$ cat src/rtl/core/ste_pkg.sv
// Shared definitions for the stereo treble exciter: widths, fixed-point
// constants, memory slot map, sequencer codes and the MAC control struct.
// No dependencies.
package ste_pkg;

    // Sample format and channel configuration.
    localparam int SW      = 24;
    localparam int FRAC_W  = SW - 1;
    localparam int LANES   = 2;
    localparam int CH_CNT  = 2;
    localparam int PROC_CH = (CH_CNT < LANES) ? CH_CNT : LANES;
    localparam int CH_W    = $clog2(LANES);
    localparam int DATA_W  = ((2 * SW + 7) / 8) * 8;

    // Configuration port.
    localparam int COEF_W     = 25;
    localparam int STR_W      = 16;
    localparam int CFG_IDX_W  = 3;
    localparam int CFG_DATA_W = COEF_W;

    localparam logic [CFG_IDX_W-1:0] CFG_PRE_B0   = CFG_IDX_W'(0);
    localparam logic [CFG_IDX_W-1:0] CFG_PRE_A1   = CFG_IDX_W'(1);
    localparam logic [CFG_IDX_W-1:0] CFG_PRE_A2   = CFG_IDX_W'(2);
    localparam logic [CFG_IDX_W-1:0] CFG_POST_B0  = CFG_IDX_W'(3);
    localparam logic [CFG_IDX_W-1:0] CFG_POST_A1  = CFG_IDX_W'(4);
    localparam logic [CFG_IDX_W-1:0] CFG_POST_A2  = CFG_IDX_W'(5);
    localparam logic [CFG_IDX_W-1:0] CFG_STRENGTH = CFG_IDX_W'(6);

    // Datapath widths.
    localparam int INT_W = 32;
    localparam int D_W   = INT_W + 2;
    localparam int A_W   = D_W;
    localparam int B_W   = (SW + 2 > COEF_W) ? SW + 2 : COEF_W;
    localparam int P_W   = A_W + B_W;
    localparam int ACC_W = P_W + 2;

    // Rescaling shifts and the DC tracking rate.
    localparam int COEF_SHIFT = 22;
    localparam int STR_SHIFT  = 14;
    localparam int DC_SHIFT   = 24;
    localparam int DC_RATE    = 16777;

    // State memory: one row of slots per channel.
    localparam int SLOT_W    = 4;
    localparam int ADDR_W    = CH_W + SLOT_W;
    localparam int MEM_DEPTH = 1 << ADDR_W;

    localparam logic [SLOT_W-1:0] SL_X1   = SLOT_W'(0);
    localparam logic [SLOT_W-1:0] SL_X2   = SLOT_W'(1);
    localparam logic [SLOT_W-1:0] SL_Y1   = SLOT_W'(2);
    localparam logic [SLOT_W-1:0] SL_Y2   = SLOT_W'(3);
    localparam logic [SLOT_W-1:0] SL_POST = SLOT_W'(4);
    localparam logic [SLOT_W-1:0] SL_DC   = SLOT_W'(8);

    // Per-channel sequencer steps.
    localparam int STEP_W = 5;

    localparam logic [STEP_W-1:0] ST_PRE_B0X   = STEP_W'(0);
    localparam logic [STEP_W-1:0] ST_PRE_X1    = STEP_W'(1);
    localparam logic [STEP_W-1:0] ST_PRE_X2    = STEP_W'(2);
    localparam logic [STEP_W-1:0] ST_PRE_Y1    = STEP_W'(3);
    localparam logic [STEP_W-1:0] ST_PRE_Y2    = STEP_W'(4);
    localparam logic [STEP_W-1:0] ST_PRE_LAST  = STEP_W'(5);
    localparam logic [STEP_W-1:0] ST_PRE_OUT   = STEP_W'(6);
    localparam logic [STEP_W-1:0] ST_DC_DIFF   = STEP_W'(7);
    localparam logic [STEP_W-1:0] ST_DC_MUL    = STEP_W'(8);
    localparam logic [STEP_W-1:0] ST_SHAPE_MUL = STEP_W'(9);
    localparam logic [STEP_W-1:0] ST_DC_WR     = STEP_W'(10);
    localparam logic [STEP_W-1:0] ST_SHAPE_OUT = STEP_W'(11);
    localparam logic [STEP_W-1:0] ST_POST_B0X  = STEP_W'(12);
    localparam logic [STEP_W-1:0] ST_POST_X1   = STEP_W'(13);
    localparam logic [STEP_W-1:0] ST_POST_X2   = STEP_W'(14);
    localparam logic [STEP_W-1:0] ST_POST_Y1   = STEP_W'(15);
    localparam logic [STEP_W-1:0] ST_POST_Y2   = STEP_W'(16);
    localparam logic [STEP_W-1:0] ST_POST_LAST = STEP_W'(17);
    localparam logic [STEP_W-1:0] ST_POST_OUT  = STEP_W'(18);
    localparam logic [STEP_W-1:0] ST_MIX_MUL   = STEP_W'(19);
    localparam logic [STEP_W-1:0] ST_MIX_ACC   = STEP_W'(20);
    localparam logic [STEP_W-1:0] ST_MIX_OUT   = STEP_W'(21);

    typedef enum logic [1:0] {
        S_IDLE,
        S_RUN,
        S_DONE
    } t_state;

    typedef enum logic [2:0] {
        ACC_NONE,
        ACC_LOAD,
        ACC_ADD,
        ACC_SUB,
        ACC_SUB2
    } t_acc_op;

    typedef struct packed {
        logic    mul_en;
        t_acc_op op;
    } t_mac_ctl;

endpackage

$ cat src/rtl/core/ste_mac.sv
// Shared multiply-accumulate unit of the stereo treble exciter.
// One product per cycle, when enabled, is registered and feeds the accumulator in the next cycle.
// Depends on ste_pkg.
module ste_mac
    import ste_pkg::*;
(
    input  logic                    i_clk,
    input  t_mac_ctl                i_ctl,
    input  logic signed [A_W-1:0]   i_a,
    input  logic signed [B_W-1:0]   i_b,
    output logic signed [ACC_W-1:0] o_acc
);

    logic signed [P_W-1:0]   r_prod;
    logic signed [ACC_W-1:0] r_acc;
    logic signed [ACC_W-1:0] n_acc;
    logic signed [ACC_W-1:0] prod_ext;

    assign prod_ext = ACC_W'(r_prod);

    always_comb begin
        case (i_ctl.op)
            ACC_LOAD: n_acc = prod_ext;
            ACC_ADD:  n_acc = r_acc + prod_ext;
            ACC_SUB:  n_acc = r_acc - prod_ext;
            ACC_SUB2: n_acc = r_acc - (prod_ext <<< 1);
            default:  n_acc = r_acc;
        endcase
    end

    always_ff @(posedge i_clk) begin
        if (i_ctl.mul_en) begin
            r_prod <= i_a * i_b;
        end
        r_acc <= n_acc;
    end

    assign o_acc = r_acc;

endmodule

$ cat config.mk
export PLATFORM = sky130hd
export DESIGN_NAME = ste_mac
export DESIGN_NICKNAME = d
export VERILOG_FILES = /design/src/rtl/core/ste_pkg.sv /design/src/rtl/core/ste_mac.sv
export SDC_FILE = /design/constraint.sdc
export NUM_CORES = 2
export LEC_CHECK = 0
export BUFFER_PORTS_ARGS = -buffer_cell sky130_fd_sc_hd__buf_2
export CORE_UTILIZATION = 50
export CTS_CLUSTER_SIZE = 30
export DETAILED_ROUTE_END_ITERATION = 6
export PLACE_DENSITY = 0.67
export SLEW_MARGIN = 20
export SYNTH_ARGS = -nofsm -noshare
export SYNTH_HDL_FRONTEND = slang
export SYNTH_SLANG_ARGS = --single-unit
export TNS_END_PERCENT = 1
$ cat constraint.sdc
create_clock -name i_clk -period 11.35 [get_ports i_clk]
set_clock_uncertainty 0.15 [all_clocks]
set_input_delay 2.27 -clock i_clk [delete_from_list [all_inputs] [get_ports i_clk]]
set_output_delay 2.27 -clock i_clk [all_outputs]
set_load 0.01 [all_outputs]
Word-level counts from Yosys, hierarchy flattened --
Cells that the tools add are included.
Word-level totals: input port bits 65, output and inout bits 62, word-level logic and storage cells 12, register bits 122
Operators by class: add/sub/neg operators 3, equality and inequality tests 4, reduce and logical (&&, ||, !) cells 1, multiplexer cells 1, multiply operators 1
Operator list (number):
- 62-bit one-hot mux with 4 select lines | 1
- 62-bit by 60-bit adder with 62-bit output | 1
- 62-bit by 60-bit subtractor with 62-bit output | 1
- 62-bit by 61-bit subtractor with 62-bit output | 1
- 34-bit by 26-bit multiplier with 60-bit output | 1
- 3-bit by 2-bit == test with 1-bit output (second input constant) | 2
- 4-bit nonzero test | 1
- 3-bit by 1-bit == test with 1-bit output (second input constant) | 1
- 3-bit == test (second input constant) | 1

Depth between registers and ports, before layout --
depth after elaboration 2, depth in mapped cells 27, mapped depth without buffers 26

Worst setup path before layout --
Ideal clock, no wire load.
path kind input-to-reg, from input i_b[2], to register r_prod[56] (data pin), stages 26, arrival 8856 ps, path buffers 3, required time 10942 ps, path slack 2086 ps, library setup time 258 ps, cell sequence clkbuf_1 -> clkbuf_1 -> nand2_1 -> fa_1 -> inv_1 -> fa_1 -> inv_1 -> fa_1 -> fa_1 -> inv_1 -> fa_1 -> fa_1 -> inv_1 -> fa_1 -> inv_1 -> ha_1 -> buf_2 -> and4_1 -> nand3_1 -> or3_1 -> or3_1 -> a31oi_1 -> o31ai_1 -> o31ai_1 -> a21oi_1 -> xnor2_1
On the way: cells in the longest elaborated chain, start to end 1
Ends and longest elaborated chain:
- start, declared | line ste_mac.sv:10 | input logic signed [B_W-1:0] i_b,
- 34-bit by 26-bit multiplier with 60-bit output | line ste_mac.sv:33 | r_prod <= i_a * i_b;
- end signal, assigned | line ste_mac.sv:33
- end, declared | line ste_mac.sv:14 | logic signed [P_W-1:0] r_prod;
No other way between the ends. A chain may end at the register's enable or synchronous reset.

Worst setup path after layout --
Ends and elaborated chain as after synthesis.

==> summary.txt <==
Placed design
  – Final HPWL from detailed placement: a little under 100 mm
  – Pre-CTS WS: approximately 1.1 ns
  – Port Buf Inserts: 126
  – Placer Congestion: about 0.93

Logic synthesis
  – #FFs+latches synth: roughly 120
  – Syn nets: about 6200
  – Most frequent cell after synthesis: inv_1
  – Top cell type's share of synthesized area: about 41%
  – Async S/R FF share, synth: 0%
  – Most common flop cell mapped by yosys: edfxtp_1
  – Avg Cell Area, Syn: around 8.9 sq um
  – Synthesized cell area: roughly 44000 sq um
  – Commonest cells post-synth: inv_1, fa_1, nand2_1
  – Post-synth top area cell: fa_1
  – Cells after Synth: roughly 5000
  – Sequential share of the synthesized area: under 10%
  – Synth Warn #: 0
  – Post-synth EDFFs: approximately 120
  – Netlist cell types: 86
  – Main area contributors after synthesis: fa_1, inv_1, edfxtp_1

Setup path
  – Worst reg2reg path startpoint: r_prod[18]
  – CP arrival: approximately 10 ns
  – WP data required: around 11 ns
  – Worst r2r path cells: 17
  – FF-to-FF End: o_acc[61]
  – Crit path capture type: flop
  – Critical path type: input port to flop
  – Reg2reg setup slack: about 5.7 ns
  – Crit Path Max Fanout: 34
  – Startpoint Class: input port

Worst hold path
  – Hold depth: 2
  – Worst Hold Endpoint: o_acc[15]
  – HP Start: r_prod[15]
  – Worst hold path class: flop to flop

Timing
  – Post-layout min period: 9.89 ns
  – Final hold viol count: 0
  – Slew @ Worst Pin: slightly below 1 ns
  – Max Slew Vio Count: 0
  – Worst slew margin: approximately a third
  – Hold_ws: 0.507 ns
  – Final setup fails: 0
  – Fmax: ~100 MHz
  – RSZ-0062 raised after global routing: no
  – Slack of the critical path: 1.46 ns
  – Crit share post-route: between 80 and 90%
  – TNS Setup: 0 ns

Detailed routing
  – Post-route DRC: 0
  – TritonRoute pass-1 iters: 5
  – DR vias/cell: between 5 and 6
  – Routed WL: around 120 mm
  – Number of DRC markers in iteration 0: approximately 3200
  – Post-DRT Antenna Nets: 0
  – Via count: around 34000
  – Avg WL per Cell: ~21 um

Finish
  – Final #Nets: 6130
  – Ratio of cells with drive above 1 in the final layout: 4.40%
  – Fill count: slightly above 8000
  – Area growth, synth to finish: 4.35%
  – Area of the multi-input gates: between 30000 and 40000 sq um
  – Reg area: ~3700 sq um

Floorplanning
  – IO Count: roughly 130
  – Rows: 108
  – Die ar.: 89000 sq um
  – Die Y: just under 300 um
  – Initial Util: around half
  – Core Box Area: roughly 87000 sq um
  – Die W: between 200 and 300 um

CTS
  – Sink Count: roughly 120
  – Post_cts resized: 0
  – CTS tree: done
  – Clock slew at reported path FFs: around 0.06 ns
  – Hold buffers post-CTS: 0
  – Clock latency on the worst-skew pair: around 0.45 ns
  – H-tree depth: 4
  – Clk buf depth: 2
  – Postcts setup bufs: 0
  – CTS Buf Count: 17
  – Clk root buf: clkbuf_16

Global routing
  – Gr usage total: roughly 29%
  – Largest net degree at the start of global routing: about 60
  – First-pass GRT wire length: 199 mm
  – Antenna violations before repair: 5
  – Number of global-route vias before repair: between 30000 and 40000
  – GRT overflow: 0

Flow run
  – Max-Cap Viols: 0

Outcome
  – Status: completed
[routing by layer]
metal / wire length [um] / track usage, % / part of all wire, % / up-vias
met2: 55000 / 44.5 / 44 / 1460
li1: - / - / - / 15288
met4: 2930 / 7.58 / 2.3 / 0
met1: 55600 / 41.5 / 45 / 17085
met5: 0 / 0 / 0 / -
met3: 11400 / 5.37 / 9.1 / 166
[sequential cells by signal, summed over array words and instances (netlist names)]
name    count
r_prod     60
o_acc      62
[cells by family after synthesis]
logic type	share of synthesized area [%]
compound gates	11.1
xor+xnor	4.65
fa+ha+maj	49.3
buf+inv	10.8
flops	8.34
mux	0.182
simple gates	15.7
[critical path: stages]
cell and delay (ns):
buf_2 0.71, nand2_1 0.23, fa_1 0.58, inv_1 0.06, fa_1 0.52, inv_1 0.05
fa_1 0.50, fa_1 0.59, inv_1 0.06, fa_1 0.45, fa_1 0.52, inv_1 0.05
fa_1 0.50, inv_1 0.05, ha_1 0.38, nand2_1 0.17, nor4_1 0.67, nand2_1 0.17
or3_1 0.40, a31oi_1 0.27, o31ai_1 0.17, o31ai_1 0.30, a21oi_1 0.12, xnor2_1 0.13
[stage by stage]
stage          cell area [sq um]  instances  utilization, %
2_1_floorplan              43900       4957               -
3_3_place_gp               45200       6013            52.0
3_5_place_dp               45200       6013            52.0
4_1_cts                    45800       6045            52.7
5_1_grt                    45800       6047            52.7
6_report                   45800       6047            52.7
[worst max path at each step]
stage	startpoint	end	depth (start not counted)
after floorplan	i_b[2]	r_prod[56]	26
after global placement	i_b[2]	r_prod[56]	24
after detailed placement	i_b[2]	r_prod[56]	24
after CTS	i_b[2]	r_prod[56]	24
after global routing	i_b[2]	r_prod[56]	24
final	i_b[2]	r_prod[56]	24
[layout make-up]
cell class                 instances  share of cell area, %
sequential                       122                   8.00
multi-input combinational       3580                   77.6
inverter                        1012                   8.29
timing repair buffer             144                   1.67
antenna                            2                 0.0109
clock buffer                      18                  0.937
clock inverter                    14                  0.374
tap                             1155                   3.15
[placed cells by master (no fill, tap or decap), types with 122 or more instances in the layout]
cell type,Yosys,routed
and2_1,376,376
xnor2_1,158,157
o21ai_0,149,149
buf_2,11,126
nand2_1,635,635
ha_1,284,284
edfxtp_1,122,122
a21oi_1,203,203
inv_1,1012,1012
fa_1,904,904
nor2_1,137,136
Power is not shown: default switching activity piles up to over one toggle a cycle in this logic, so the estimate is an artifact.
